<file path="src/sv/cfbx_pkg.sv">
// Shared types, constants and helpers for the command frame builder.
// No dependencies; used by all cfbx modules and the top level.
`timescale 1ns / 1ps

package cfbx_pkg;

  // Fixed frame header bytes
  localparam logic [7:0] HDR_M0 = 8'h23;  // '#'
  localparam logic [7:0] HDR_M1 = 8'h53;  // 'S'
  localparam logic [7:0] HDR_M2 = 8'h54;  // 'T'
  localparam logic [7:0] HDR_M3 = 8'h53;  // 'S'
  localparam logic [7:0] HDR_B4 = 8'h01;
  localparam logic [7:0] HDR_B5 = 8'hFE;

  localparam int unsigned HDR_LEN = 9;   // header bytes per frame
  localparam int unsigned STEP_W  = 4;   // enough for header plus checksum
  localparam int unsigned QDEPTH  = 4;
  localparam int unsigned QPTR_W  = $clog2(QDEPTH);
  localparam int unsigned QCNT_W  = $clog2(QDEPTH + 1);

  // Input action codes
  localparam logic ACT_START = 1'b0;
  localparam logic ACT_DATA  = 1'b1;

  typedef enum logic [1:0] {
    CMD_START,
    CMD_DATA,
    CMD_ERROR
  } cmd_kind_t;

  // One classified command, front to back
  typedef struct packed {
    cmd_kind_t  kind;
    logic       chk;      // checksum follows this command's bytes
    logic [7:0] len;      // count + 2 (start)
    logic [7:0] grp;      // group (start)
    logic [7:0] ver;      // version (start)
    logic [7:0] data;     // payload byte (data)
  } cmd_t;

  // Header byte at position idx (0..HDR_LEN-1)
  function automatic logic [7:0] hdr_byte(input logic [STEP_W-1:0] idx,
                                          input logic [7:0] len,
                                          input logic [7:0] grp,
                                          input logic [7:0] ver);
    logic [7:0] b;
    begin
      unique case (idx)
        4'd0:    b = HDR_M0;
        4'd1:    b = HDR_M1;
        4'd2:    b = HDR_M2;
        4'd3:    b = HDR_M3;
        4'd4:    b = HDR_B4;
        4'd5:    b = HDR_B5;
        4'd6:    b = len;
        4'd7:    b = grp;
        4'd8:    b = ver;
        default: b = 8'h00;
      endcase
      return b;
    end
  endfunction

endpackage

</file>
<file path="src/sv/cfbx_front.sv">
// Front end: accepts input transactions and classifies them into commands.
// Tracks the payload bytes still expected. Depends on cfbx_pkg.
`timescale 1ns / 1ps

module cfbx_front (
  input  logic            clk,
  input  logic            rst,
  input  logic            in_valid,
  output logic            in_ready,
  input  logic            action,
  input  logic [7:0]      frame_group,
  input  logic [7:0]      frame_version,
  input  logic [7:0]      payload_count,
  input  logic [7:0]      payload_byte,
  input  logic            q_full,
  output logic            q_push,
  output cfbx_pkg::cmd_t  q_cmd
);

  logic [7:0] bytes_left;
  logic [7:0] bytes_left_next;

  assign in_ready = !q_full;
  assign q_push   = in_valid && !q_full;

  always_comb begin
    bytes_left_next = bytes_left;
    q_cmd.len  = payload_count + 8'd2;
    q_cmd.grp  = frame_group;
    q_cmd.ver  = frame_version;
    q_cmd.data = payload_byte;
    q_cmd.kind = cfbx_pkg::CMD_ERROR;
    q_cmd.chk  = 1'b0;
    priority if (action == cfbx_pkg::ACT_START) begin
      q_cmd.kind      = cfbx_pkg::CMD_START;
      q_cmd.chk       = (payload_count == 8'd0);
      bytes_left_next = payload_count;
    end else if (bytes_left != 8'd0) begin
      q_cmd.kind      = cfbx_pkg::CMD_DATA;
      q_cmd.chk       = (bytes_left == 8'd1);
      bytes_left_next = bytes_left - 8'd1;
    end else begin
      // payload with no open frame: error, state unchanged
      q_cmd.kind = cfbx_pkg::CMD_ERROR;
    end
  end

  always_ff @(posedge clk) begin
    if (rst) begin
      bytes_left <= 8'd0;
    end else if (q_push) begin
      bytes_left <= bytes_left_next;
    end
  end

endmodule

</file>
<file path="src/sv/cfbx_queue.sv">
// Small command queue between front and back ends.
// Register-based ring buffer of cfbx_pkg::cmd_t entries.
`timescale 1ns / 1ps

module cfbx_queue (
  input  logic            clk,
  input  logic            rst,
  input  logic            push,
  input  cfbx_pkg::cmd_t  push_cmd,
  output logic            full,
  input  logic            pop,
  output logic            empty,
  output cfbx_pkg::cmd_t  head
);

  cfbx_pkg::cmd_t                  mem [cfbx_pkg::QDEPTH];
  logic [cfbx_pkg::QPTR_W-1:0]     wr_ptr;
  logic [cfbx_pkg::QPTR_W-1:0]     rd_ptr;
  logic [cfbx_pkg::QCNT_W-1:0]     count;

  assign full  = (count == cfbx_pkg::QCNT_W'(cfbx_pkg::QDEPTH));
  assign empty = (count == '0);
  assign head  = mem[rd_ptr];

  always_ff @(posedge clk) begin
    if (push) begin
      mem[wr_ptr] <= push_cmd;
    end
  end

  always_ff @(posedge clk) begin
    if (rst) begin
      wr_ptr <= '0;
      rd_ptr <= '0;
      count  <= '0;
    end else begin
      if (push) wr_ptr <= wr_ptr + 1'b1;
      if (pop)  rd_ptr <= rd_ptr + 1'b1;
      unique case ({push, pop})
        2'b10:   count <= count + 1'b1;
        2'b01:   count <= count - 1'b1;
        default: count <= count;
      endcase
    end
  end

endmodule

</file>
<file path="src/sv/cfbx_back.sv">
// Back end: steps through each queued command one byte per cycle unless
// stalled, keeps the running XOR, drives the registered output; uses cfbx_pkg.
`timescale 1ns / 1ps

module cfbx_back (
  input  logic            clk,
  input  logic            rst,
  input  logic            q_empty,
  input  cfbx_pkg::cmd_t  q_head,
  output logic            q_pop,
  output logic            out_valid,
  input  logic            out_ready,
  output logic [7:0]      out_byte,
  output logic            out_last,
  output logic            out_error
);

  logic [cfbx_pkg::STEP_W-1:0] step;
  logic [7:0]                  running_xor;
  logic                        advance;
  logic                        final_step;
  logic                        is_chk;
  logic [7:0]                  byte_sel;

  assign advance = !q_empty && (!out_valid || out_ready);
  assign q_pop   = advance && final_step;

  always_comb begin
    final_step = 1'b0;
    is_chk     = 1'b0;
    byte_sel   = 8'h00;
    unique case (q_head.kind)
      cfbx_pkg::CMD_START: begin
        if (step < cfbx_pkg::STEP_W'(cfbx_pkg::HDR_LEN)) begin
          byte_sel   = cfbx_pkg::hdr_byte(step, q_head.len, q_head.grp, q_head.ver);
          final_step = (step == cfbx_pkg::STEP_W'(cfbx_pkg::HDR_LEN - 1)) && !q_head.chk;
        end else begin
          byte_sel   = ~running_xor;
          is_chk     = 1'b1;
          final_step = 1'b1;
        end
      end
      cfbx_pkg::CMD_DATA: begin
        if (step == '0) begin
          byte_sel   = q_head.data;
          final_step = !q_head.chk;
        end else begin
          byte_sel   = ~running_xor;
          is_chk     = 1'b1;
          final_step = 1'b1;
        end
      end
      default: begin
        byte_sel   = 8'h00;
        final_step = 1'b1;
      end
    endcase
  end

  always_ff @(posedge clk) begin
    if (rst) begin
      step        <= '0;
      running_xor <= 8'h00;
      out_valid   <= 1'b0;
    end else begin
      // stays valid until taken, reloads whenever a new byte advances
      out_valid <= advance || (out_valid && !out_ready);
      if (advance) begin
        step      <= final_step ? '0 : step + 1'b1;
        if (is_chk) begin
          running_xor <= 8'h00;
        end else if (q_head.kind == cfbx_pkg::CMD_START && step == '0) begin
          running_xor <= byte_sel;  // new frame restarts the checksum
        end else if (q_head.kind != cfbx_pkg::CMD_ERROR) begin
          running_xor <= running_xor ^ byte_sel;
        end
      end
    end
  end

  always_ff @(posedge clk) begin
    if (advance) begin
      out_byte  <= byte_sel;
      out_last  <= is_chk;
      out_error <= (q_head.kind == cfbx_pkg::CMD_ERROR);
    end
  end

endmodule

</file>
<file path="src/sv/command_frame_builder_xor.sv">
// Command frame builder with inverted-XOR checksum, streaming in and out.
// A transaction is written into the command queue, then into the output register.
// One output byte per cycle unless the output stalls; a start emits 9 header
// bytes, a payload byte 1, plus the checksum at frame end; one back-end sequencer.
// Input is taken every cycle while the 4-entry command queue has room.
// Reset (rst, synchronous): no frame open, queue and output empty.
`timescale 1ns / 1ps

module command_frame_builder_xor (
  input  logic        clk,
  input  logic        rst,
  // input stream
  input  logic        s_axis_tvalid,
  output logic        s_axis_tready,
  input  logic [31:0] s_axis_tdata,   // frame_group[7:0], frame_version[15:8],
                                      // payload_count[23:16], payload_byte[31:24]
  input  logic        s_axis_tuser,   // action: 0 start frame, 1 payload byte
  // output stream
  output logic        m_axis_tvalid,
  input  logic        m_axis_tready,
  output logic [7:0]  m_axis_tdata,   // out_byte[7:0]
  output logic        m_axis_tlast,   // checksum byte, end of frame
  output logic        m_axis_tuser    // error: payload with no open frame
);

  // Front end -> queue
  logic           q_push;
  logic           q_full;
  cfbx_pkg::cmd_t q_cmd;

  // Queue -> back end
  logic           q_pop;
  logic           q_empty;
  cfbx_pkg::cmd_t q_head;

  // Front end: classifies each transaction as start, data or error and tracks
  // how many payload bytes the open frame still expects.
  cfbx_front u_front (
    .clk           (clk),
    .rst           (rst),
    .in_valid      (s_axis_tvalid),
    .in_ready      (s_axis_tready),
    .action        (s_axis_tuser),
    .frame_group   (s_axis_tdata[7:0]),
    .frame_version (s_axis_tdata[15:8]),
    .payload_count (s_axis_tdata[23:16]),
    .payload_byte  (s_axis_tdata[31:24]),
    .q_full        (q_full),
    .q_push        (q_push),
    .q_cmd         (q_cmd)
  );

  // Decouples input acceptance from the multi-byte output of a start.
  cfbx_queue u_queue (
    .clk      (clk),
    .rst      (rst),
    .push     (q_push),
    .push_cmd (q_cmd),
    .full     (q_full),
    .pop      (q_pop),
    .empty    (q_empty),
    .head     (q_head)
  );

  // Back end: emits header, payload and checksum bytes into an output register.
  cfbx_back u_back (
    .clk       (clk),
    .rst       (rst),
    .q_empty   (q_empty),
    .q_head    (q_head),
    .q_pop     (q_pop),
    .out_valid (m_axis_tvalid),
    .out_ready (m_axis_tready),
    .out_byte  (m_axis_tdata),
    .out_last  (m_axis_tlast),
    .out_error (m_axis_tuser)
  );

endmodule
</file>
<file path="config.mk">
export PLATFORM = sky130hd
export DESIGN_NAME = command_frame_builder_xor
export DESIGN_NICKNAME = d
export VERILOG_FILES = /design/src/sv/cfbx_pkg.sv /design/src/sv/cfbx_front.sv /design/src/sv/cfbx_queue.sv /design/src/sv/cfbx_back.sv /design/src/sv/command_frame_builder_xor.sv
export SDC_FILE = /design/constraint.sdc
export NUM_CORES = 1
export LEC_CHECK = 0
export ABC_AREA = 1
export BUFFER_PORTS_ARGS = -buffer_cell sky130_fd_sc_hd__buf_4
export CAP_MARGIN = 20
export CORE_ASPECT_RATIO = 1.25
export CORE_UTILIZATION = 55
export CTS_CLUSTER_DIAMETER = 150
export CTS_CLUSTER_SIZE = 10
export DETAILED_ROUTE_END_ITERATION = 7
export PLACE_DENSITY = 0.73
export SLEW_MARGIN = 30
export SYNTH_ARGS = -nofsm -noshare
export SYNTH_HDL_FRONTEND = slang
export SYNTH_SLANG_ARGS = --single-unit
</file>
<file path="constraint.sdc">
create_clock -name clk -period 4.2 [get_ports clk]
set_input_delay 1.26 -clock clk [delete_from_list [all_inputs] [get_ports clk]]
set_output_delay 1.26 -clock clk [all_outputs]
set_load 0.02 [all_outputs]
</file>
==> impl_metrics.toml, run 1 <==
[setup_path]
timing.rr.end = "u_queue.count[2]$_SDFFE_PP0P_"
r2r_cells = 13
cp-start-kind = "register"
required_ns = 4.51
r2r_setup_slack_ns = 1.03
crit_chain = "inv_4, nand3_1, nand2_2, nand2_2, o21ai_2, a21oi_4, ha_1, inv_1, fa_1, a21oi_1, o21ai_0, o21ai_0, a21oi_1"
crit_arrival_ns = 3.49
endpoint_kind = "register"
critPathMaxStageDelay_ns = 0.72
crit_type = "register to register"
cp_top_family = "compound AO/OA/AOI/OAI gates"
cpMaxStageDelayCell = "dfxtp_1"
crit_fanout = 34
cp_num_buf_inv = 2

[finish]
area.growth.synth_to_final_pct = 13.6
nets = 915
antenna_cells = 0
final_core_util_pct = 64.3
drive_gt1_share_pct = 14.7

[sta]
tns_ns = 0
final.setup_skew_ns = 0.00839
hold_viol = 0
fin_crit_sh_pct = 75.6
setup_violations = 0
period_needed_ns = 3.17
max_freq_ghz = 0.315
slew_headroom_pct = 57.5
tightest_slew_ns = 0.631
slew_viol_final = 0
rsz0062_at_grt = "false"

[logic_synthesis]
synth_warnings = 0
synth-seq-cells = 180
synthArstFlopShare_pct = 0
yosysSeqAreaShare_pct = 62.3
synth_top_area_cell = "edfxtp_1"
synthCells = 817
synth_top_area_share_pct = 55.0
synth_flop_cell = "edfxtp_1"
synth_nets = 868
synth-edff-count = 150
yosys-top-cells-area = "edfxtp_1, nand2_1, dfxtp_1, nand3_1, inv_1"
ys_types = 43
syn_area_sq_mm = 0.00819
avgSynthCellArea_sq_um = 10.0

[global_route]
grt_pass1_vias = 5641
grt_pass1_wl_mm = 27.6
grt_max_degree = 70
grt-ovfl-total = 0
gr-usage-all-layers_pct = 23.6
antenna_found_initial = 0

[die]
die_h_microns = 138
rows = 49
coreArea_sq_mm = 0.0145
num_io_pins = 49
dieArea_sq_mm = 0.0154
dieWidth_microns = 111
start_util_pct = 56.6

[clock_network]
cts_tree = "built"
cts_made_buffers = 17
hold_buffers = 0
cts_setup_buffers = 0
cts_root_buffer = "clkbuf_16"
cts_resized = 0
clk_path_buf_depth = 2
clock_sinks = 180
clkTransAtPathRegs_ns = 0.06
htreeDepth = 4
clkLatencyLatePin_ns = 0.43

[detailed_routing]
drtAntennaViolNets = 0
drcViolationCount = 6
routedWlPerCell_microns = 16.2
vias = 5836
drtIter0Drc = 482
viasPerCell = 5.53
wirelength_mm = 17.1
drtPass1Iterations = 7

[pwr]
leakage_nw = 3.80
vdd_ir_drop_max_mv = 0.330
p_per_area_mw_per_mm2 = 664

[place]
hpwl_mm = 11.2
place_congestion = 0.906
io_buffer_count = 48

[min_path]
hp-start = "u_front.bytes_left[6]$_SDFFE_PP0P_"
hold_end = "u_front.bytes_left[6]$_SDFFE_PP0P_"
whs_path_depth = 2
min_path_type = "register to register"

[run]
drv_cap = 0

[status]
status = "finished with violations"
violations = "DRC"
## worst max-delay path by stage
stage	start	end	slack [ns]	depth (start not counted)
6_report	register	u_queue.count[2]$_SDFFE_PP0P_	1.03	13
3_5_place_dp	m_axis_tready	u_queue.count[2]$_SDFFE_PP0P_	0.81	14
3_3_place_gp	m_axis_tready	u_queue.count[2]$_SDFFE_PP0P_	0.88	14
4_1_cts	register	u_queue.count[2]$_SDFFE_PP0P_	1.07	13
2_1_floorplan	m_axis_tready	u_queue.count[2]$_SDFFE_PP0P_	0.60	13
5_1_grt	register	u_queue.count[2]$_SDFFE_PP0P_	0.81	13
## sequential cells by signal, indices dropped and copies added (netlist names), named ones only
name,flops
u_queue.mem,140
u_back.out_byte,8
u_back.running_xor,8
u_front.bytes_left,8
u_back.step,4
u_queue.count,3
u_queue.rd_ptr,2
u_queue.wr_ptr,2
u_back.out_error,1
u_back.out_last,1
u_back.out_valid,1
## logic make-up after synthesis
logic type	count (synthesis)	synth area share [%]
buffers and inverters	123	6.72
AO/OA/AOI/OAI	101	7.06
XOR/XNOR	10	1.07
AND/OR/NAND/NOR	389	20.6
flip-flops	180	62.3
adder cells (fa/ha/maj)	14	2.23
## power breakdown
| part | switching [mW] | internal (mW) |
|---|---|---|
| clock | 0.638 | 1.01 |
| sequential | 0.161 | 2.26 |
| combinational | 1.43 | 0.677 |
## worst min-delay path: stages (launching register included)
cell and delay (ns):
dfxtp_1 0.31, nand2_1 0.06, a21oi_1 0.05
## synth_stat cells (3+ instances only)
library cell,instances
nand2_1,219
o21ai_2,3
nand3b_1,5
o22ai_1,6
inv_1,83
xor2_1,8
nor3_1,4
ha_1,13
nand3_1,71
nor2_1,54
nor2_2,7
nand4_1,12
nor4_1,3
dfxtp_1,30
clkbuf_1,6
edfxtp_1,150
o21ai_1,15
buf_2,11
o21ai_0,33
inv_2,9
nand2_2,9
a21oi_1,32
buf_6,8
## metal layers
layer / share of wire, % / track usage (%)
met3: 6.5 / 6.53
met2: 51 / 40.3
met1: 40 / 27.4
met5: 0 / 0
met4: 2.8 / 11.6
## area by class of cell
| class | instances | area (sq um) |
|---|---|---|
| fill | 1095 | 5170 |
| sequential | 180 | 5110 |
| multi-input combinational | 514 | 2560 |
| clock buffer | 20 | 447 |
| timing repair buffer | 56 | 420 |
| inverter | 95 | 364 |
| tap | 178 | 223 |
| clock inverter | 12 | 178 |
## stage by stage
stage          instance area (sq um)  total power [mW]  hold slack (ns)  setup slack [ns]  std cells
2_1_floorplan                   8190              4.04            0.442             0.598        817
3_3_place_gp                    8680              4.47            0.457             0.881       1023
3_5_place_dp                    8680              4.53            0.460             0.814       1023
4_1_cts                         9300              6.19            0.468              1.07       1055
5_1_grt                         9300              6.54            0.481             0.806       1055
6_report                        9300              6.18            0.467              1.03       1055
## placed cells by master (no fill, tap or decap), drive strengths merged
master,synthesis,routed
fa,1,1
dfxtp,30,30
xnor2,2,2
nand3,72,72
bufinv,0,4
o211ai,1,1
a21oi,34,34
ha,13,13
nor4,3,3
o31ai,2,2
a211oi,3,3
o221ai,1,1
a221oi,1,1
buf,22,56
clkinv,1,3
nor3,4,4
or2,1,1
nor2,63,63
xor2,8,8
edfxtp,150,150
o22ai,6,6
a21boi,1,1
nand4,12,12
clkinvlp,0,4
a31oi,1,1
nand3b,5,5
inv,94,96
clkbuf,6,20
o21ai,51,51
nand2,229,229
Power figures use the tool's default switching activity.
==> run 2, diff against run 1 <==
--- a/config.mk
+++ b/config.mk
@@ -5,7 +5,7 @@
 export SDC_FILE = /design/constraint.sdc
 export NUM_CORES = 1
 export LEC_CHECK = 0
-export ABC_AREA = 1
+export ABC_AREA = 0
 export BUFFER_PORTS_ARGS = -buffer_cell sky130_fd_sc_hd__buf_4
 export CAP_MARGIN = 20
 export CORE_ASPECT_RATIO = 1.25
@@ -13,7 +13,7 @@
 export CTS_CLUSTER_DIAMETER = 150
 export CTS_CLUSTER_SIZE = 10
 export DETAILED_ROUTE_END_ITERATION = 7
-export PLACE_DENSITY = 0.73
+export PLACE_DENSITY = 0.76
 export SLEW_MARGIN = 30
 export SYNTH_ARGS = -nofsm -noshare
 export SYNTH_HDL_FRONTEND = slang
==> constraint.sdc (replaced) <==
create_clock -name clk -period 2.7 [get_ports clk]
set_input_delay 0.81 -clock clk [delete_from_list [all_inputs] [get_ports clk]]
set_output_delay 0.81 -clock clk [all_outputs]
set_load 0.02 [all_outputs]
==> run 2 against run 1 <==
The run now ends clean. Worst setup slack got worse by 0.93 ns. Area after synthesis decreased by 4.0%. Clock-buffer cell count increased by 1. Highest routed layer unchanged.
==> impl_metrics.toml, run 2 <==
[status]
status = "complete, no violations"

[min_path]
min_path_type = "register to register"
hp-start = "u_queue.rd_ptr[1]$_SDFFE_PP0P_"

[sta]
tightest_slew_ns = 0.568
max_freq_ghz = 0.385
rsz0062_at_grt = "false"
hold_viol = 0
hold_ws_ns = 0.491
period_needed_ns = 2.60
tns_ns = 0
final.setup_skew_ns = 0.0105
slew_headroom_pct = 61.9
fin_crit_sh_pct = 96.2
setup_violations = 0
slew_viol_final = 0

[setup_path]
crit_type = "register to register"
crit_chain = "mux4_1, nand2_1, maj3_2, o21ai_2, inv_1, ha_2, inv_1, fa_2, xor2_1, or3_1, a21oi_1"
cp-start-kind = "register"
critPathMaxStageDelay_ns = 0.54
endpoint_kind = "register"
crit_fanout = 5
required_ns = 3.06
crit_arrival_ns = 2.96
path_common_cell = "inv_1"
cpMaxStageDelayCell = "mux4_1"

[finish]
regArea_sq_mm = 0.00511
area.growth.synth_to_final_pct = 16.6
fillers = 943
nets = 653
drive_gt1_share_pct = 24.1
antenna_cells = 0
largest_register_ffs = 140
final_cell_mix = "edfxtp_1, buf_4, inv_1"
multiInputGateArea_sq_mm = 0.00250
largest_register = "u_queue.mem"
final_core_util_pct = 66.0
final_common_cell = "edfxtp_1"

[detailed_routing]
wirelength_mm = 15.3
drtPass1Iterations = 4
drtIter0Drc = 284
viasPerCell = 5.99
vias = 4734
routedWlPerCell_microns = 19.4
drcViolationCount = 0
drtAntennaViolNets = 0

[clock_network]
cts_tree = "built"
clk_path_buf_depth = 2
clock_sinks = 180
hold_buffers = 0
cts_root_buffer = "clkbuf_16"
htreeDepth = 4
clkLatencyLatePin_ns = 0.43
clkTransAtPathRegs_ns = 0.06
cts_made_buffers = 17

[global_route]
grt-ovfl-total = 0
grt_max_degree = 36
gr-usage-all-layers_pct = 22.6
grt_pass1_wl_mm = 24.4
grt_pass1_vias = 4809
antenna_found_initial = 0

[logic_synthesis]
synth-seq-cells = 180
syn_area_sq_mm = 0.00786
synth_top_area_share_pct = 57.3
synth_top_area_cell = "edfxtp_1"
synth_flop_cell = "edfxtp_1"
synthArstFlopShare_pct = 0
yosysSeqAreaShare_pct = 65.0
avgSynthCellArea_sq_um = 14.7
synthCells = 536
synth_common_cells = "edfxtp_1, inv_1, nand2_1, dfxtp_1, mux4_2"
synth_warnings = 0
ys_types = 71
yosys-top-cells-area = "edfxtp_1, mux4_2, dfxtp_1, ha_1, mux2i_1"
synth-edff-count = 150
synth.most_common_cell = "edfxtp_1"
synth_nets = 587

[pwr]
fin_total_pwr_mw = 9.36
leakage_nw = 3.21
p_per_area_mw_per_mm2 = 1020
vdd_ir_drop_max_mv = 0.553

[die]
coreArea_sq_mm = 0.0139
num_io_pins = 49
dieWidth_microns = 109
rows = 48
dieArea_sq_mm = 0.0148
die_h_microns = 136
start_util_pct = 56.6

[place]
place_congestion = 0.867
hpwl_mm = 10.2
io_buffer_count = 48

[run]
drv_cap = 0
[run 2: what timing repair did]
action | 4_1_cts | 5_1_grt
setup endpoints to repair | 0 | 2
resized for setup | 0 | 7
setup buffers | 0 | 1
endpoints found under the hold margin | 0 | 0
[run 2: cells by family (layout without fill, tap and decap cells)]
| family | after synthesis | in the layout | synth area share, % |
|---|---|---|---|
| compound gates | 94 | 94 | 8.22 |
| fa+ha+maj | 16 | 16 | 2.58 |
| mux | 44 | 44 | 10.7 |
| buf+inv | 59 | 138 | 3.45 |
| flops | 180 | 180 | 65.0 |
| xor+xnor | 13 | 13 | 1.45 |
| simple gates | 130 | 130 | 8.61 |
[run 2: path summary, 6_finish.rpt]
| check | to | slack, ns | cells after the start |
|---|---|---|---|
| worst max register to register | u_queue.count[2]$_SDFFE_PP0P_ | 0.10 | 11 |
| worst max-delay path | u_queue.count[2]$_SDFFE_PP0P_ | 0.10 | 11 |
| worst min register to register | register | 0.49 | 2 |
| worst min-delay path | register | 0.49 | 2 |
[run 2: final cells by class]
| class | instances | area share [%] |
|---|---|---|
| clock buffer | 21 | 5.03 |
| clock inverter | 11 | 1.64 |
| inverter | 34 | 1.39 |
| multi-input combinational | 297 | 27.3 |
| sequential | 180 | 55.8 |
| tap | 175 | 2.39 |
| timing repair buffer | 72 | 6.45 |
[run 2: layer usage]
layer	wire length (microns)	track usage (%)
met1	6170	27.0
met2	8120	38.7
met5	0	0
met4	399	9.83
met3	645	5.39
[run 2: per-stage QoR]
step	cells	cell area (sq um)	worst slack, ns
finish	790	9160	0.102
global route	790	9160	0.0285
CTS	789	9140	0.00589
detailed placement	757	8530	0.0207
global placement	757	8530	0.146
floorplan	536	7870	0.0436
[run 2: power breakdown]
part	switching (mW)	internal (mW)	leakage, nW
Combinational	1.72	1.33	1.28
Sequential	0.210	3.58	1.63
Clock	1.01	1.51	0.294
Total	2.93	6.43	3.21
[run 2: critical path, delay by kind of cell (launching register included)]
family | cells | cell delay [ns]
AND/OR/NAND/NOR | 2 | 0.41
buffers and inverters | 2 | 0.14
flip-flops | 1 | 0.38
XOR/XNOR | 1 | 0.16
multiplexers | 1 | 0.54
AO/OA/AOI/OAI | 2 | 0.20
adder cells (fa/ha/maj) | 3 | 0.72
